===== src/sv/tmqs_pkg.sv =====
`timescale 1ns / 1ps

package tmqs_pkg;

   // queue size default
   localparam int QUEUE_DEPTH_DEF = 16;

   // field widths
   localparam int SPEED_W  = 11;
   localparam int TURN_W   = 11;
   localparam int DUR_W    = 16;
   localparam int ENTRY_W  = SPEED_W + TURN_W + DUR_W;
   localparam int STATUS_W = 3;
   localparam int WHEEL_W  = 14;
   localparam int REQ_W    = 2;

   // wheel arithmetic: 18*s +/- 65*t, then divide magnitude by 18
   localparam int SUM_W       = 18;
   localparam int MAG_W       = SUM_W - 1;
   localparam int RECIP_W     = 18;
   localparam int RECIP_SHIFT = 22;
   localparam int PROD_W      = MAG_W + RECIP_W;
   localparam int QUOT_W      = PROD_W - RECIP_SHIFT;
   // ceil(2^22 / 18), exact for magnitudes below 2^17
   localparam logic [RECIP_W-1:0] RECIP_18 = RECIP_W'(233017);

   // request kinds
   localparam logic [REQ_W-1:0] REQ_ENQUEUE = 2'd0;
   localparam logic [REQ_W-1:0] REQ_RESET   = 2'd1;
   localparam logic [REQ_W-1:0] REQ_TICK    = 2'd2;
   localparam logic [REQ_W-1:0] REQ_NONE    = 2'd3;

   // result status codes
   localparam logic [STATUS_W-1:0] STAT_QUEUED  = 3'd0;
   localparam logic [STATUS_W-1:0] STAT_FULL    = 3'd1;
   localparam logic [STATUS_W-1:0] STAT_RESET   = 3'd2;
   localparam logic [STATUS_W-1:0] STAT_IDLE    = 3'd3;
   localparam logic [STATUS_W-1:0] STAT_MOTION  = 3'd4;
   localparam logic [STATUS_W-1:0] STAT_STOPPED = 3'd5;

   typedef enum logic [2:0] {
      ST_IDLE,
      ST_TICK,
      ST_LOAD,
      ST_LEFT,
      ST_RIGHT,
      ST_DONE,
      ST_FINISH
   } state_type;

   // scaled product back to a signed wheel speed, truncated toward zero
   function automatic logic signed [WHEEL_W-1:0] wheel_from_prod(
      input logic [PROD_W-1:0] prod,
      input logic              neg
   );
      logic [WHEEL_W-1:0] mag;
      mag = WHEEL_W'(prod[PROD_W-1:RECIP_SHIFT]);
      return neg ? $signed(-mag) : $signed(mag);
   endfunction

endpackage


===== src/sv/tmqs_ram.sv =====
`timescale 1ns / 1ps

module tmqs_ram #(
   parameter int WIDTH = 8,
   parameter int DEPTH = 16
) (
   input  logic                     clock,
   input  logic                     wr_en,
   input  logic [$clog2(DEPTH)-1:0] wr_addr,
   input  logic [WIDTH-1:0]         wr_data,
   input  logic [$clog2(DEPTH)-1:0] rd_addr,
   output logic [WIDTH-1:0]         rd_data
);

   logic [WIDTH-1:0] mem [DEPTH];
   logic [WIDTH-1:0] rd_data_ff;

   // one write port, registered read port
   always_ff @(posedge clock) begin
      if (wr_en) begin
         mem[wr_addr] <= wr_data;
      end
      rd_data_ff <= mem[rd_addr];
   end

   assign rd_data = rd_data_ff;

endmodule


===== src/sv/timed_motion_queue_sequencer.sv =====
`timescale 1ns / 1ps
// Ring queue of timed motions driving two wheel speeds. Each request beat
// is handled alone: enqueue, pointer reset and unknown kinds go straight to
// the result load, a tick that does not move to a new motion reads the head
// entry first, and a tick that starts the next motion runs head entry read,
// next entry read, one shared multiplier pass for each wheel and result load.
// This follows from the single registered read port of the motion memory
// and the one reciprocal multiplier that is reused for the left and the
// right wheel. The result beat sits in an output register, so a request can
// be taken while it waits; a finished result holds in the final state only
// while an older one is still not taken. Entries carry flip-flop valid bits
// cleared by reset, so no memory clearing pass is needed after reset.
module timed_motion_queue_sequencer #(
   parameter int QUEUE_DEPTH = tmqs_pkg::QUEUE_DEPTH_DEF
) (
   input  logic        clock,
   input  logic        reset,
   // request channel
   input  logic        req_tvalid,
   output logic        req_tready,
   input  logic [39:0] req_tdata,   // speed[10:0], yaw_rate[21:11], duration[37:22]
   input  logic [1:0]  req_tuser,   // req_type[1:0]
   // result channel
   output logic        rsp_tvalid,
   input  logic        rsp_tready,
   output logic [31:0] rsp_tdata,   // left_wheel[13:0], right_wheel[27:14]
   output logic [3:0]  rsp_tuser    // status[2:0], drive_update[3]
);

   import tmqs_pkg::*;

   localparam int IDX_W = $clog2(QUEUE_DEPTH);

   // request fields
   logic [REQ_W-1:0]          req_kind;
   logic signed [SPEED_W-1:0] req_speed;
   logic signed [TURN_W-1:0]  req_turn;
   logic [DUR_W-1:0]          req_dur;
   logic                      req_acc;

   assign req_kind  = req_tuser;
   assign req_speed = $signed(req_tdata[SPEED_W-1:0]);
   assign req_turn  = $signed(req_tdata[SPEED_W+TURN_W-1:SPEED_W]);
   assign req_dur   = req_tdata[ENTRY_W-1:SPEED_W+TURN_W];
   assign req_acc   = req_tvalid & req_tready;

   // state
   state_type state_ff, state_in;
   logic [IDX_W-1:0]       head_ff, head_in, tail_ff, tail_in;
   logic [DUR_W-1:0]       elapsed_ff, elapsed_in;
   logic                   stopped_ff, stopped_in;
   logic [QUEUE_DEPTH-1:0] valid_ff, valid_in;
   logic                   rsp_valid_ff, rsp_valid_in;

   // payload registers
   logic signed [SPEED_W-1:0] spd_ff, spd_in;
   logic signed [TURN_W-1:0]  trn_ff, trn_in;
   logic [PROD_W-1:0]         prod_ff, prod_in;
   logic                      neg_ff, neg_in;
   logic [STATUS_W-1:0]       res_status_ff, res_status_in;
   logic                      res_upd_ff, res_upd_in;
   logic signed [WHEEL_W-1:0] res_left_ff, res_left_in;
   logic signed [WHEEL_W-1:0] res_right_ff, res_right_in;
   logic [STATUS_W-1:0]       rsp_status_ff, rsp_status_in;
   logic                      rsp_upd_ff, rsp_upd_in;
   logic signed [WHEEL_W-1:0] rsp_left_ff, rsp_left_in;
   logic signed [WHEEL_W-1:0] rsp_right_ff, rsp_right_in;

   // memory port
   logic               ram_wr_en;
   logic [IDX_W-1:0]   ram_wr_addr;
   logic [ENTRY_W-1:0] ram_wr_data;
   logic [IDX_W-1:0]   ram_rd_addr;
   logic [ENTRY_W-1:0] ram_rd_data;

   function automatic logic [IDX_W-1:0] next_slot(input logic [IDX_W-1:0] idx);
      return (idx == IDX_W'(QUEUE_DEPTH - 1)) ? '0 : idx + 1'b1;
   endfunction

   // derived values
   logic [IDX_W-1:0]          tail_next, head_next;
   logic                      queue_full, out_free;
   logic                      head_valid;
   logic [DUR_W-1:0]          head_dur, elapsed_inc;
   logic signed [SUM_W-1:0]   spd_x, trn_x, spd_18, trn_65, wheel_sum;
   logic [MAG_W-1:0]          wheel_mag;

   assign tail_next  = next_slot(tail_ff);
   assign head_next  = next_slot(head_ff);
   assign queue_full = (tail_next == head_ff);
   assign out_free   = ~rsp_valid_ff | rsp_tready;
   assign head_valid = valid_ff[head_ff];
   assign head_dur   = head_valid ? ram_rd_data[ENTRY_W-1:SPEED_W+TURN_W] : '0;
   assign elapsed_inc = (elapsed_ff == {DUR_W{1'b1}}) ? elapsed_ff : elapsed_ff + 1'b1;

   // shared wheel unit: left in ST_LEFT, right in ST_RIGHT
   assign spd_x     = SUM_W'(spd_ff);
   assign trn_x     = SUM_W'(trn_ff);
   assign spd_18    = (spd_x <<< 4) + (spd_x <<< 1);
   assign trn_65    = (trn_x <<< 6) + trn_x;
   assign wheel_sum = (state_ff == ST_RIGHT) ? spd_18 - trn_65 : spd_18 + trn_65;
   assign wheel_mag = wheel_sum[SUM_W-1] ? MAG_W'(-wheel_sum) : MAG_W'(wheel_sum);

   tmqs_ram #(
      .WIDTH (ENTRY_W),
      .DEPTH (QUEUE_DEPTH)
   ) u_store (
      .clock   (clock),
      .wr_en   (ram_wr_en),
      .wr_addr (ram_wr_addr),
      .wr_data (ram_wr_data),
      .rd_addr (ram_rd_addr),
      .rd_data (ram_rd_data)
   );

   // next state
   always_comb begin
      state_in = state_ff;
      unique case (state_ff)
         ST_IDLE: begin
            if (req_acc) begin
               state_in = (req_kind == REQ_TICK) ? ST_TICK : ST_FINISH;
            end
         end
         ST_TICK: begin
            if (elapsed_inc >= head_dur && head_ff != tail_ff) begin
               state_in = ST_LOAD;
            end else begin
               state_in = ST_FINISH;
            end
         end
         ST_LOAD:   state_in = ST_LEFT;
         ST_LEFT:   state_in = ST_RIGHT;
         ST_RIGHT:  state_in = ST_DONE;
         ST_DONE:   state_in = ST_FINISH;
         ST_FINISH: begin
            if (out_free) begin
               state_in = ST_IDLE;
            end
         end
         default:   state_in = ST_IDLE;
      endcase
   end

   // control outputs
   always_comb begin
      req_tready  = (state_ff == ST_IDLE);
      ram_rd_addr = (state_ff == ST_TICK) ? head_next : head_ff;
      ram_wr_en   = req_acc && (req_kind == REQ_ENQUEUE) && !queue_full;
      ram_wr_addr = tail_next;
      ram_wr_data = {req_dur, req_turn, req_speed};
   end

   // queue and datapath updates
   always_comb begin
      head_in       = head_ff;
      tail_in       = tail_ff;
      elapsed_in    = elapsed_ff;
      stopped_in    = stopped_ff;
      valid_in      = valid_ff;
      spd_in        = spd_ff;
      trn_in        = trn_ff;
      prod_in       = prod_ff;
      neg_in        = neg_ff;
      res_status_in = res_status_ff;
      res_upd_in    = res_upd_ff;
      res_left_in   = res_left_ff;
      res_right_in  = res_right_ff;
      rsp_valid_in  = rsp_valid_ff & ~rsp_tready;
      rsp_status_in = rsp_status_ff;
      rsp_upd_in    = rsp_upd_ff;
      rsp_left_in   = rsp_left_ff;
      rsp_right_in  = rsp_right_ff;

      unique case (state_ff)
         ST_IDLE: begin
            res_upd_in   = 1'b0;
            res_left_in  = '0;
            res_right_in = '0;
            if (req_acc) begin
               case (req_kind)
                  REQ_ENQUEUE: begin
                     if (queue_full) begin
                        res_status_in = STAT_FULL;
                     end else begin
                        tail_in             = tail_next;
                        valid_in[tail_next] = 1'b1;
                        res_status_in       = STAT_QUEUED;
                     end
                  end
                  REQ_RESET: begin
                     head_in       = '0;
                     tail_in       = '0;
                     res_status_in = STAT_RESET;
                  end
                  default: res_status_in = STAT_IDLE;
               endcase
            end
         end
         ST_TICK: begin
            res_status_in = STAT_IDLE;
            if (elapsed_inc < head_dur) begin
               elapsed_in = elapsed_inc;
            end else begin
               elapsed_in = '0;
               if (head_ff == tail_ff) begin
                  // queue drained: stop once
                  if (!stopped_ff) begin
                     stopped_in        = 1'b1;
                     valid_in[head_ff] = 1'b0;
                     res_status_in     = STAT_STOPPED;
                     res_upd_in        = 1'b1;
                  end
               end else begin
                  // advance and retire the slot just left
                  valid_in[head_ff] = 1'b0;
                  head_in           = head_next;
                  stopped_in        = 1'b0;
               end
            end
         end
         ST_LOAD: begin
            spd_in = head_valid ? $signed(ram_rd_data[SPEED_W-1:0]) : '0;
            trn_in = head_valid ? $signed(ram_rd_data[SPEED_W+TURN_W-1:SPEED_W]) : '0;
         end
         ST_LEFT: begin
            prod_in = PROD_W'(wheel_mag) * PROD_W'(RECIP_18);
            neg_in  = wheel_sum[SUM_W-1];
         end
         ST_RIGHT: begin
            res_left_in = wheel_from_prod(prod_ff, neg_ff);
            prod_in     = PROD_W'(wheel_mag) * PROD_W'(RECIP_18);
            neg_in      = wheel_sum[SUM_W-1];
         end
         ST_DONE: begin
            res_right_in  = wheel_from_prod(prod_ff, neg_ff);
            res_status_in = STAT_MOTION;
            res_upd_in    = 1'b1;
         end
         ST_FINISH: begin
            // move the result into the output register once it is free
            if (out_free) begin
               rsp_valid_in  = 1'b1;
               rsp_status_in = res_status_ff;
               rsp_upd_in    = res_upd_ff;
               rsp_left_in   = res_left_ff;
               rsp_right_in  = res_right_ff;
            end
         end
         default: begin
         end
      endcase
   end

   // control registers
   always_ff @(posedge clock) begin
      if (reset) begin
         state_ff     <= ST_IDLE;
         head_ff      <= '0;
         tail_ff      <= '0;
         elapsed_ff   <= '0;
         stopped_ff   <= 1'b1;
         valid_ff     <= '0;
         rsp_valid_ff <= 1'b0;
      end else begin
         state_ff     <= state_in;
         head_ff      <= head_in;
         tail_ff      <= tail_in;
         elapsed_ff   <= elapsed_in;
         stopped_ff   <= stopped_in;
         valid_ff     <= valid_in;
         rsp_valid_ff <= rsp_valid_in;
      end
   end

   // payload registers
   always_ff @(posedge clock) begin
      spd_ff        <= spd_in;
      trn_ff        <= trn_in;
      prod_ff       <= prod_in;
      neg_ff        <= neg_in;
      res_status_ff <= res_status_in;
      res_upd_ff    <= res_upd_in;
      res_left_ff   <= res_left_in;
      res_right_ff  <= res_right_in;
      rsp_status_ff <= rsp_status_in;
      rsp_upd_ff    <= rsp_upd_in;
      rsp_left_ff   <= rsp_left_in;
      rsp_right_ff  <= rsp_right_in;
   end

   // result beat
   assign rsp_tvalid = rsp_valid_ff;
   assign rsp_tdata  = {4'b0, rsp_right_ff, rsp_left_ff};
   assign rsp_tuser  = {rsp_upd_ff, rsp_status_ff};

endmodule


===== config.mk =====
export PLATFORM = sky130hd
export DESIGN_NAME = timed_motion_queue_sequencer
export DESIGN_NICKNAME = d
export VERILOG_FILES = /design/src/sv/tmqs_pkg.sv /design/src/sv/tmqs_ram.sv /design/src/sv/timed_motion_queue_sequencer.sv
export SDC_FILE = /design/constraint.sdc
export NUM_CORES = 1
export LEC_CHECK = 0
export BUFFER_PORTS_ARGS = -buffer_cell sky130_fd_sc_hd__clkbuf_2
export CORE_ASPECT_RATIO = 0.75
export CORE_UTILIZATION = 50
export DETAILED_ROUTE_END_ITERATION = 7
export GPL_TIMING_DRIVEN = 0
export MAX_ROUTING_LAYER = met4
export PLACE_DENSITY = 0.64
export SLEW_MARGIN = 0
export SYNTH_ARGS = -nofsm -noshare
export SYNTH_HDL_FRONTEND = slang
export SYNTH_SLANG_ARGS = --single-unit

===== constraint.sdc =====
create_clock -name clock -period 13 [get_ports clock]
set_input_delay 1.3 -clock clock [delete_from_list [all_inputs] [get_ports clock]]
set_output_delay 1.3 -clock clock [all_outputs]
set_load 0.1 [all_outputs]

## Word level (Yosys, flattened, before mapping)

Memory sizes are Yosys's and may differ from the RTL's. A register that Yosys moved wholly into a read port is not among the register bits.
Index checks and enable logic that the tools add are counted.

- Output and inout port bits: 38
- Bits of input ports: 46
- Register bits after elaboration: 167
- Word-level logic and storage cells: 144
- Memories: 1
- Bits in writable memories: 608

Memories:

| name | depth | bits a word | rd ports | clocked after Yosys merged registers in | write ports | RTL line | source |
|---|---|---|---|---|---|---|---|
| u_store.mem | 16 | 38 | 1 | 1 | 1 | tmqs_ram.sv:15 | `logic [WIDTH-1:0] mem [DEPTH];` |

- Mux-type cells: 52
- Add/sub/neg operators: 9
- Reduce and logical (&&, ||, !) cells: 22
- Multipliers: 1
- $lt $le $gt $ge: 6
- Bitwise operators: 9
- Equal/unequal tests: 25

Operator list:

| kind | count |
|---|---|
| $mux 16 | 9 |
| $pmux 14 s2 | 2 |
| $mul 17x18->35 const B | 1 |
| $mux 4 | 8 |
| $pmux 16 s2 | 1 |
| $mux 3 | 8 |
| $pmux 3 s7 | 1 |
| $add 16x18->18 | 1 |
| $add 17x11->18 | 1 |
| $mux 18 | 1 |
| $sub 16x18->18 | 1 |
| $mux 17 | 1 |
| $neg 17->17 | 1 |
| $add 15x12->16 | 1 |
| $add 16x1->16 const B | 1 |
| $and 16x16->16 | 1 |
| $eq 16x16->1 const B | 1 |
| $ge 16x16->1 | 1 |
| $lt 16x16->1 | 1 |
| $not 16->16 | 1 |
| $or 16x16->16 | 1 |
| $pmux 4 s2 | 2 |
| $mux 14 | 1 |
| $neg 13->14 | 1 |
| 34 further kinds | 76 |

## Longest topological paths before layout

- Depth in word-level cells: 11
- Mapped depth: 45
- Mapped depth without buffers: 44

## Modules after synthesis

Synthesis repeated with hierarchy kept, for this count alone.

- Cell total of the unflattened synthesis: 2542
- Area, all modules: 38096.5 um2

By module, submodules not included:

| module | times used | sequential area each (um2) | area an instance (um2) | cells an instance |
|---|---|---|---|---|
| tmqs_ram | 1 | 19018.2 | 23570.1 | 989 |
| timed_motion_queue_sequencer | 1 | 3903.7 | 14526.4 | 1553 |

## Worst setup path after synthesis

Ideal clock, no wire load.

- Kind: reg2reg
- Start: register spd_ff[0]
- End: register prod_ff[25], data pin
- Path slack: 3181 ps
- Arrival: 9554 ps
- Setup time: 265 ps
- Cell stages (with the launch flop): 45
- Clock period less this slack: 9819 ps
- Required time: 12735 ps
- Path through: edfxtp_1 ha_1 fa_1 a21oi_1 nor2_1 nor2_1 o21bai_1 a21oi_1 o21bai_1 a21oi_1 nor2b_1 o21ai_0 nand2b_1 ha_1 clkbuf_2 nor2_1 a221oi_1 nor2_1 [... 9 more ...] fa_1 inv_1 fa_1 inv_1 fa_1 inv_1 fa_1 inv_1 ha_1 nand4_1 a21oi_1 a2111oi_0 a21oi_1 or3_1 o21ai_0 nor2_1 a311oi_1 nor3_1

- Cells in the longest elaborated chain, start to end: 6
- Elaborated cells on any way between the ends: 7
- Classes of those cells: add/sub (4); mul (1); mux (2)

RTL lines:

| element | RTL line | source |
|---|---|---|
| start, declared | timed_motion_queue_sequencer.sv:56 | `logic signed [SPEED_W-1:0] spd_ff, spd_in;` |
| start signal, assigned | timed_motion_queue_sequencer.sv:278 | `spd_ff <= spd_in;` |
| $add 15x12->16 * | timed_motion_queue_sequencer.sv:99 | `assign spd_18 = (spd_x <<< 4) + (spd_x <<< 1);` |
| $add 16x18->18 or $sub 16x18->18 (tied branches) | timed_motion_queue_sequencer.sv:101 | `assign wheel_sum = (state_ff == ST_RIGHT) ? spd_18 - trn_65 : spd_18 + trn_65;` |
| $mux 18 * | timed_motion_queue_sequencer.sv:101 |  |
| $neg 17->17 | timed_motion_queue_sequencer.sv:102 | `assign wheel_mag = wheel_sum[SUM_W-1] ? MAG_W'(-wheel_sum) : MAG_W'(wheel_sum);` |
| $mux 17 * | timed_motion_queue_sequencer.sv:102 |  |
| $mul 17x18->35 * | timed_motion_queue_sequencer.sv:227, timed_motion_queue_sequencer.sv:232 |  |
| end signal, assigned | timed_motion_queue_sequencer.sv:280 | `prod_ff <= prod_in;` |
| end, declared | timed_motion_queue_sequencer.sv:58 | `logic [PROD_W-1:0] prod_ff, prod_in;` |

Mark *: on every way between the ends. The rest lies on a longest branch, timed or not.
A chain may end at the register's enable or synchronous reset.

## Final worst setup path

Same ends and word-level chain as after synthesis.

==> Flow_metrics.wiki <==
{| class="wikitable"
! Metric !! Value
|-
| Leading post-synthesis cells by cell area || edfxtp_1, mux4_2, ha_1
|-
| Signal arrival time at the worst endpoint || approximately 12 ns
|-
| I/O pins || 84
|-
| Remaining antenna violation count || 0
|-
| Total global routing overflow || 0
|-
| Area of all sequential standard cells || around 0.023 mm²
|-
| Final-report setup violation count || 0
|-
| Total standard cell area after synthesis || 0.0378 mm²
|-
| Detailed placement HPWL || about 60 mm
|-
| Post-CTS Hold Buffers || 0
|-
| Global-route track usage on met2 || 0.364
|-
| Number of distinct library cell variants in the gate-level netlist after synthesis || between 60 and 70
|-
| Total buffers and inverters traversed by the critical path || 7
|-
| Number of cell rows || 86
|-
| Max-cap violations || 0
|-
| Worst-Skew Late Latency || about 0.65 ns
|-
| Die Area || around 0.077 mm²
|-
| Initial core utilization || 0.510
|-
| Filler Cells Inserted || ~5,700
|-
| Most area-hungry cell type in the Yosys netlist || edfxtp_1
|-
| F_max || 84.2 MHz
|-
| Hold Path Class || reg2reg
|-
| Die X || between 300 and 400 µm
|-
| Total routing resource utilization after global routing || 0.242
|-
| Final RePlAce weighted congestion || about 0.89
|-
| Async SR Flop Fraction || 0
|-
| Slowest CP cell || a2111oi_0
|-
| Pin count of the biggest net entering global routing || 39
|-
| Share of synthesized area occupied by flip-flops and latches || 0.606
|-
| GR Layer Usage met3 || 0.0389
|-
| Setup Total Neg Slack || 0 ns
|-
| Final #Nets || slightly above 3,000
|-
| Post-synth top area share || 0.562
|-
| Gate family responsible for the most delay along the worst path || adder cells
|-
| DR pass1 iterations || 7
|-
| CP max FO || 10
|-
| DIE HEIGHT || about 240 µm
|-
| Antenna violations before repair || 8
|-
| Setup CP Type || reg2reg
|-
| Area of the placeable core || between 0.07 and 0.08 mm²
|-
| RSZ-0062 raised after global routing || no
|-
| Global routing's busiest layer || met2
|-
| Hold Vio Cnt, Final || 0
|-
| Clock skew || slightly below 0.04 ns
|-
| Level count of the clock H-tree || 3
|-
| Setup crit start kind || flip-flop
|-
| Worst rel slew slack || 0.146
|-
| Outcome || finished clean
|-
| Pin slew with the least headroom to its limit || roughly 1.3 ns
|-
| Clock tree root buffer cell || clkbuf_16
|-
| Clock tree from TritonCTS || done
|-
| Most common library cell in the layout ignoring fill and taps || edfxtp_1
|-
| Hold_ws || 0.405 ns
|-
| Worst setup EP type || flip-flop
|-
| Wire length of the first global-routing pass || 134 mm
|-
| Post-Route WL || 88.3 mm
|-
| Multi-input combinational cell area || around 0.014 mm²
|-
| I/O Buffers || 76
|-
| Syn avg cell area || about 15 µm²
|-
| Global Route met1 Usage || 0.347
|-
| Vias per inst || about 5.8
|-
| Count of mapped cells out of synthesis || between 2,000 and 3,000
|-
| Post-detailed-route wirelength per cell || 23.6 µm
|-
| Utilization of the core after routing || 0.569
|-
| Proportion of layout cells with a drive suffix above 1 || 0.155
|-
| Yosys synthesis warning count || 0
|-
| Remaining routing DRC violations || 0
|-
| Post-layout min period || between 10 and 15 ns
|-
| CTS clock-pin slew for the worst setup and hold paths || approximately 0.080 ns
|-
| Number of synthesized register bits || 791
|-
| Post-synth EDFFs || 708
|-
| Final worst path period share || 0.914
|-
| Clock sinks || slightly below 800
|-
| DR iter-0 viols || 1,848
|-
| Post-CTS setup repair buffer count || 0
|-
| Final max-slew violation count || 0
|-
| PostCTS Resize Cnt || 0
|-
| Longest Clk Path Bufs || 3
|-
| Via total after detailed routing || around 22,000
|-
| Highest-count cells in the layout ignoring fill and taps || edfxtp_1, inv_1, ha_1, mux4_2, nand2_1
|-
| Via count of the first global-routing pass || about 22,000
|-
| Predominant post-synthesis flop cell || edfxtp_1
|-
| Area growth syn-to-layout || 11.6%
|-
| Most used cell, CP || a21oi_1
|-
| Largest stage delay on the critical path || 0.88 ns
|-
| Number of clock buffers inserted by TritonCTS || 73
|-
| Data required time of the worst path || 13.35 ns
|}
## worst register-to-register path: cells and delay by family, from the launching register on
| family | cells | cell delay (ns) |
|---|---|---|
| flip-flops | 1 | 0.51 |
| AND/OR/NAND/NOR | 9 | 1.21 |
| adder cells (fa/ha/maj) | 10 | 3.96 |
| XOR/XNOR | 2 | 1.09 |
| AO/OA/AOI/OAI | 16 | 3.96 |
| buffers and inverters | 7 | 0.88 |
## flip-flops by register name, summed over array words and instances, names as in the netlist, 11 cells and up
signal           flops
u_store.mem        608
u_store.rd_data     38
elapsed_ff          16
valid_ff            16
res_left_ff         14
res_right_ff        14
rsp_left_ff         14
rsp_right_ff        14
prod_ff             13
spd_ff              11
trn_ff              11
## through the flow
step	setup slack, ns	instance area [µm²]	std cells
after floorplan	3.18	37800	2538
after global placement	1.26	39400	3582
after detailed placement	1.14	39800	3606
after CTS	1.09	42200	3740
after global routing	0.285	42200	3744
final	1.12	42200	3747
## cell families (layout without fill, tap and decap cells)
family	after synthesis	after routing	synth area share
AO/OA/AOI/OAI	351	351	0.0614
XOR/XNOR	107	107	0.0254
buffers and inverters	336	570	0.0347
adder cells (fa/ha/maj)	294	294	0.114
flip-flops	791	791	0.606
other	1	11	0.0000992
multiplexers	165	165	0.0957
AND/OR/NAND/NOR	490	490	0.0623
## Yosys cell counts, drive strengths merged (4+ instances only)
master	number
or3	7
dfxtp	83
o21bai	10
a31oi	48
o21ai	44
nand2	156
nor3b	6
nand3	26
nor3	28
or2	5
a21o	23
a221oi	4
mux2i	7
buf	30
xnor2	67
o21a	10
o31ai	10
edfxtp	708
nor2b	16
a21oi	99
ha	209
nor4	5
inv	231
fa	85
a311oi	5
clkbuf	75
and3	8
and2	79
nand4	16
nor2	118
nand2b	11
a211oi	56
xor2	40
a2111oi	8
mux4	157
a22oi	4
o211ai	5
## layout make-up
class,instances,share of cell area
well taps,968,0.0287
repair buffers,100,0.0183
plain buffers,105,0.0106
inverters,231,0.0205
diodes,7,0.000415
clock buffers,93,0.0471
clock inverters,41,0.00824
multi-input cells,1411,0.323
flip-flops and latches,791,0.543
## path summary, 6_finish.rpt
path / end / slack [ns] / from / cells after the start
max reg2reg: prod_ff[25]$_DFFE_PP_ / 1.12 / spd_ff[0]$_SDFFCE_PN0P_ / 44
max: prod_ff[25]$_DFFE_PP_ / 1.12 / spd_ff[0]$_SDFFCE_PN0P_ / 44
min: rsp_left_ff[9]$_DFFE_PP_ / 0.40 / res_left_ff[9]$_SDFFCE_PN0P_ / 0
min reg2reg: rsp_left_ff[9]$_DFFE_PP_ / 0.40 / res_left_ff[9]$_SDFFCE_PN0P_ / 0
## layer usage
metal / part of all wire / vias up
li1: - / 9800
met1: 0.46 / 11000
met2: 0.45 / 734
met3: 0.066 / 132
met4: 0.019 / 0
met5: 0 / -
Power is not shown: default switching activity piles up to over one toggle a cycle in this logic, so the estimate is an artifact.
